===== src/sccl_pkg.sv =====
`timescale 1ns / 1ps
// Shared types and constants for the size class free list allocator.
package sccl_pkg;

    localparam int SIZE_W = 19;
    localparam int ADDR_W = 18;
    localparam int LG_W   = 5;
    // A rounded block size is at most two to the power SIZE_W.
    localparam int BS_W   = SIZE_W + 1;

    typedef logic [1:0] status_t;

    localparam status_t ST_LIST  = 2'd0;
    localparam status_t ST_FRESH = 2'd1;
    localparam status_t ST_OOM   = 2'd2;
    localparam status_t ST_FREED = 2'd3;

    localparam logic OP_ALLOC = 1'b0;
    localparam logic OP_FREE  = 1'b1;

    typedef struct packed {
        logic            oversize;
        logic [LG_W-1:0] block_lg;
        logic [LG_W-1:0] cls;
    } size_class_t;

endpackage


===== src/sccl_class_dec.sv =====
`timescale 1ns / 1ps
// Size decoder: rounds a byte size up to a power-of-two block and picks its class.
module sccl_class_dec import sccl_pkg::*; #(
    parameter int LOG_MIN    = 3,
    parameter int POOL_BYTES = 262144
) (
    input  logic [SIZE_W-1:0] size,
    output size_class_t       info
);

    localparam int POOL_W = $clog2(POOL_BYTES + 1);
    localparam int CMP_W  = (BS_W > POOL_W) ? BS_W : POOL_W;

    logic [SIZE_W-1:0] size_m1;
    logic [LG_W-1:0]   lg;
    logic [LG_W-1:0]   blk_lg;
    logic [CMP_W-1:0]  bs;

    always_comb
    begin
        size_m1 = size - SIZE_W'(1);
        lg      = '0;
        // Ceiling log2: one past the highest set bit of size minus one.
        if (size > SIZE_W'(1))
        begin
            for (int i = 0; i < SIZE_W; i++)
            begin
                if (size_m1[i])
                begin
                    lg = LG_W'(i + 1);
                end
            end
        end
        blk_lg = (lg < LG_W'(LOG_MIN)) ? LG_W'(LOG_MIN) : lg;
        bs     = CMP_W'(1) << blk_lg;

        info.oversize = (bs > CMP_W'(POOL_BYTES));
        info.block_lg = blk_lg;
        info.cls      = blk_lg - LG_W'(LOG_MIN);
    end

endmodule


===== config.mk =====
export PLATFORM = sky130hd
export DESIGN_NAME = sccl_class_dec
export DESIGN_NICKNAME = d
export VERILOG_FILES = /design/src/sccl_pkg.sv /design/src/sccl_class_dec.sv
export SDC_FILE = /design/constraint.sdc
export NUM_CORES = 1
export LEC_CHECK = 0
export BUFFER_PORTS_ARGS = -buffer_cell sky130_fd_sc_hd__buf_2
export CORE_ASPECT_RATIO = 1.5
export CORE_UTILIZATION = 40
export DETAILED_ROUTE_END_ITERATION = 6
export SYNTH_ARGS = -nofsm -noshare
export SYNTH_HDL_FRONTEND = slang
export SYNTH_SLANG_ARGS = --single-unit

===== constraint.sdc =====
create_clock -name vclk -period 4.46
set_clock_uncertainty 0.1 [all_clocks]
set_input_delay 0.669 -clock vclk [all_inputs]
set_output_delay 0.669 -clock vclk [all_outputs]
set_load 0.02 [all_outputs]

; Yosys cells after proc, flatten, opt, wreduce, memory -nomap -nowiden
; Cells that the tools add are included.
[word_totals]
regBits = 0
latch_bits = 0
ramBits = 0
romBits = 0
output_inout_bits = 11
wordCells = 27
mem_count = 0
[op_classes]
n_addsub = 2
mul = 0
n_div = 0
n_lt_le_gt_ge = 3
n_eq_ne = 0
shifts = 1
mux = 21
bitwise_logic = 0
reduce_logical = 0
[op_table]
columns = op, n
row1 = $mux W5, 20
row2 = $gt A20 B19 Y1 const B, 1
row3 = $shl A1 B5 Y20 const A, 1
row4 = $gt A19 B1 Y1 const B, 1
row5 = $sub A19 B1 Y19 const B, 1
row6 = $lt A5 B2 Y1 const B, 1
row7 = $sub A5 B2 Y5 const B, 1
row8 = $mux W1, 1

; Longest topological paths before layout
[logic_depth]
depth_word = 25
depth_mapped = 15
depth_no_buf = 13

; Worst setup path before layout
; No wires, ideal clock.
[synth_timing]
path_type = input to output
startpoint = input port size[0]
endpoint = output port info[10] in the netlist's numbering
arrival_ns = 3.609
t_required_ns = 3.691
setup_slack_ns = 0.082
path_stages = 15
cell_sequence = clkbuf_1 -> inv_1 -> ha_1 -> or3b_1 -> clkbuf_1 -> or4_1 -> xnor2_1 -> nor4_1 -> a2111oi_2 -> nor2_1 -> nand2_1 -> inv_1 -> ha_1 -> o21ai_0 -> nor2_1
[synth_rtl]
columns = item, line
row1 = from (decl), sccl_class_dec.sv:7  ; input logic [SIZE_W-1:0] size,
row2 = to (decl), sccl_class_dec.sv:8  ; output size_class_t info

==> flow_summary.ini <==
[logic_synthesis]
syn-num-nets = 204
synth_seq_area_share = 0
syn_avg_cell_area_sq_um = 6.83
synthAdderAreaFrac = 0.0614
synth_area_sq_um = 1220
syn_inst = 179
synth_mux_area_frac = 0
synthXorXnorAreaFrac = 0.0716
synthDistinctLibCells = 61
synth_simple_gate_area_frac = 0.489
yosysWarnings = 0
synth-compound-area-share = 0.309
synth_top_family_by_area = simple AND/OR/NAND/NOR gates

[sta]
slew_headroom = 0.583
drv_slew = 0
hold_ws_ns = 1.82
fmax_mhz = 235
finalCriticalPeriod_ns = 4.25
fin_crit_sh = 0.953
worst_slew_pin_slew_ns = 0.624
hold_viol_final = 0
setup_viol = 0
rsz0062_at_grt = no
fin_tns_setup_ns = 0
worst_slack_ns = 0.212

[setup_path]
worst-setup-path-type = in2out
crit_path_end_kind = output pin
critPathCapture = info[10]
crit_start = size[0]
slowest_delay_ns = 0.49
slowest_stage = o41a_1
crit_family = compound AO/OA/AOI/OAI gates
cp_cell_sequence = buf_2, inv_1, ha_1, buf_4, o21bai_1, a31oi_1, o32ai_1, o41a_1, nor3b_4, ha_1, a211oi_2, nor2_1, buf_2
cp-start-kind = input pin
path_max_fanout = 12
cp.arrival_ns = 3.48
critPathBufInv = 4
crit_cells = 13
required_ns = 3.69

[flow_run]
cap_viol_max_count = 0

[place]
portBuffers = 30
gp_congestion = 0.925
hpwlAfterDp_microns = 3120
dp_slack_ns = 0.158

[floorplan]
die_h_microns = 69.7
start_util = 0.420
core-area_sq_um = 2910
ios = 30
fp.dieArea_sq_um = 3290
placementRows = 24
fp.dieW_microns = 47.1

[global_route]
overflow = 0
grt_pass1_wl_microns = 6270
first_global_vias = 1359
antenna_found_initial = 0
grt_usage = 0.247
grt_max_degree = 13

[worst_hold_path]
hold_path_class = in2out

[route]
wl_per_cell_microns = 15.5
via_per_inst = 6.20
ant_nets = 0
firstDrtPassIters = 4
wl_microns = 3770
first_iter_violations = 21
drcViolationCount = 0
num_vias = 1506

[status]
outcome = finished, final reports clean

[power]
p_total_uw = 119
peakVddDrop_v = 0.0000423
p_leak_uw = 0.000517
powerDensity_nw_per_um2 = 83.9

[layout]
seqCellArea_sq_um = 0
final_cell_mix = buf_2, nor2_1, inv_1, nand2_1, nand3_1
diodes = 0
multi_input_area_sq_um = 1150
nClkBuffers = 0
n_fill_cell = 330
final_nets = 231
seq_cells = 0
layout-drive-gt1-share = 0.275
final_common_cell = buf_2
area_growth_pct = 15.9
cell families (layout without fill, tap and decap cells):
kind of cell | count (synthesis) | count (layout)
fa+ha+maj | 6 | 6
compound gates | 49 | 49
simple gates | 95 | 95
xor+xnor | 10 | 10
buf+inv | 19 | 44
area by class of cell:
type,instances,area share
Inverter,10,0.0265
Multi-Input combinational cell,160,0.812
Tap cell,39,0.0345
Timing Repair Buffer,34,0.127
cells in the mapped netlist (4+ instances only):
cell / number / area [sq um]
nand2_1: 9 / 33.8
a21oi_1: 4 / 20.0
buf_2: 4 / 20.0
clkbuf_1: 4 / 15.0
o21ai_0: 5 / 25.0
a31oi_1: 6 / 37.5
ha_1: 6 / 75.1
xnor2_1: 6 / 52.6
nor3_1: 7 / 35.0
nor3b_1: 4 / 30.0
nand3_1: 8 / 40.0
xor2_1: 4 / 35.0
inv_1: 10 / 37.5
nand2b_1: 5 / 31.3
nor2_1: 24 / 90.1
worst min-delay path by stage:
stage,depth (start not counted),startpoint,end
floorplan,4,size[18],info[5]
global placement,6,size[18],info[5]
detailed placement,6,size[18],info[5]
CTS,6,size[18],info[5]
global route,6,size[18],info[5]
finish,6,size[18],info[5]
through the flow:
| stage | cells | utilization | instance area (sq um) |
|---|---|---|---|
| floorplan | 179 | - | 1220 |
| global route | 243 | 0.486 | 1420 |
| global placement | 243 | 0.482 | 1410 |
| CTS | 243 | 0.482 | 1410 |
| detailed placement | 243 | 0.482 | 1410 |
| finish | 243 | 0.486 | 1420 |
what timing repair did:
| action | 4_1_cts | 5_1_grt |
|---|---|---|
| setup endpoints to repair | 0 | 1 |
| gates resized for setup | 0 | 2 |
| buffers inserted | 0 | 0 |
| hold buffers | 0 | 0 |
power by group:
group          internal [uW]  leakage, uW  switching (uW)
combinational           43.4     0.000517            75.5
clock                      0            0               0
sequential                 0            0               0
layer usage:
layer,up-vias,routed length (microns),track usage
met5,-,0,0
met4,0,222,0.105
met3,18,148,0.0130
met2,55,1900,0.415
met1,699,1490,0.306
li1,734,-,-
Power figures use the tool's default switching activity.
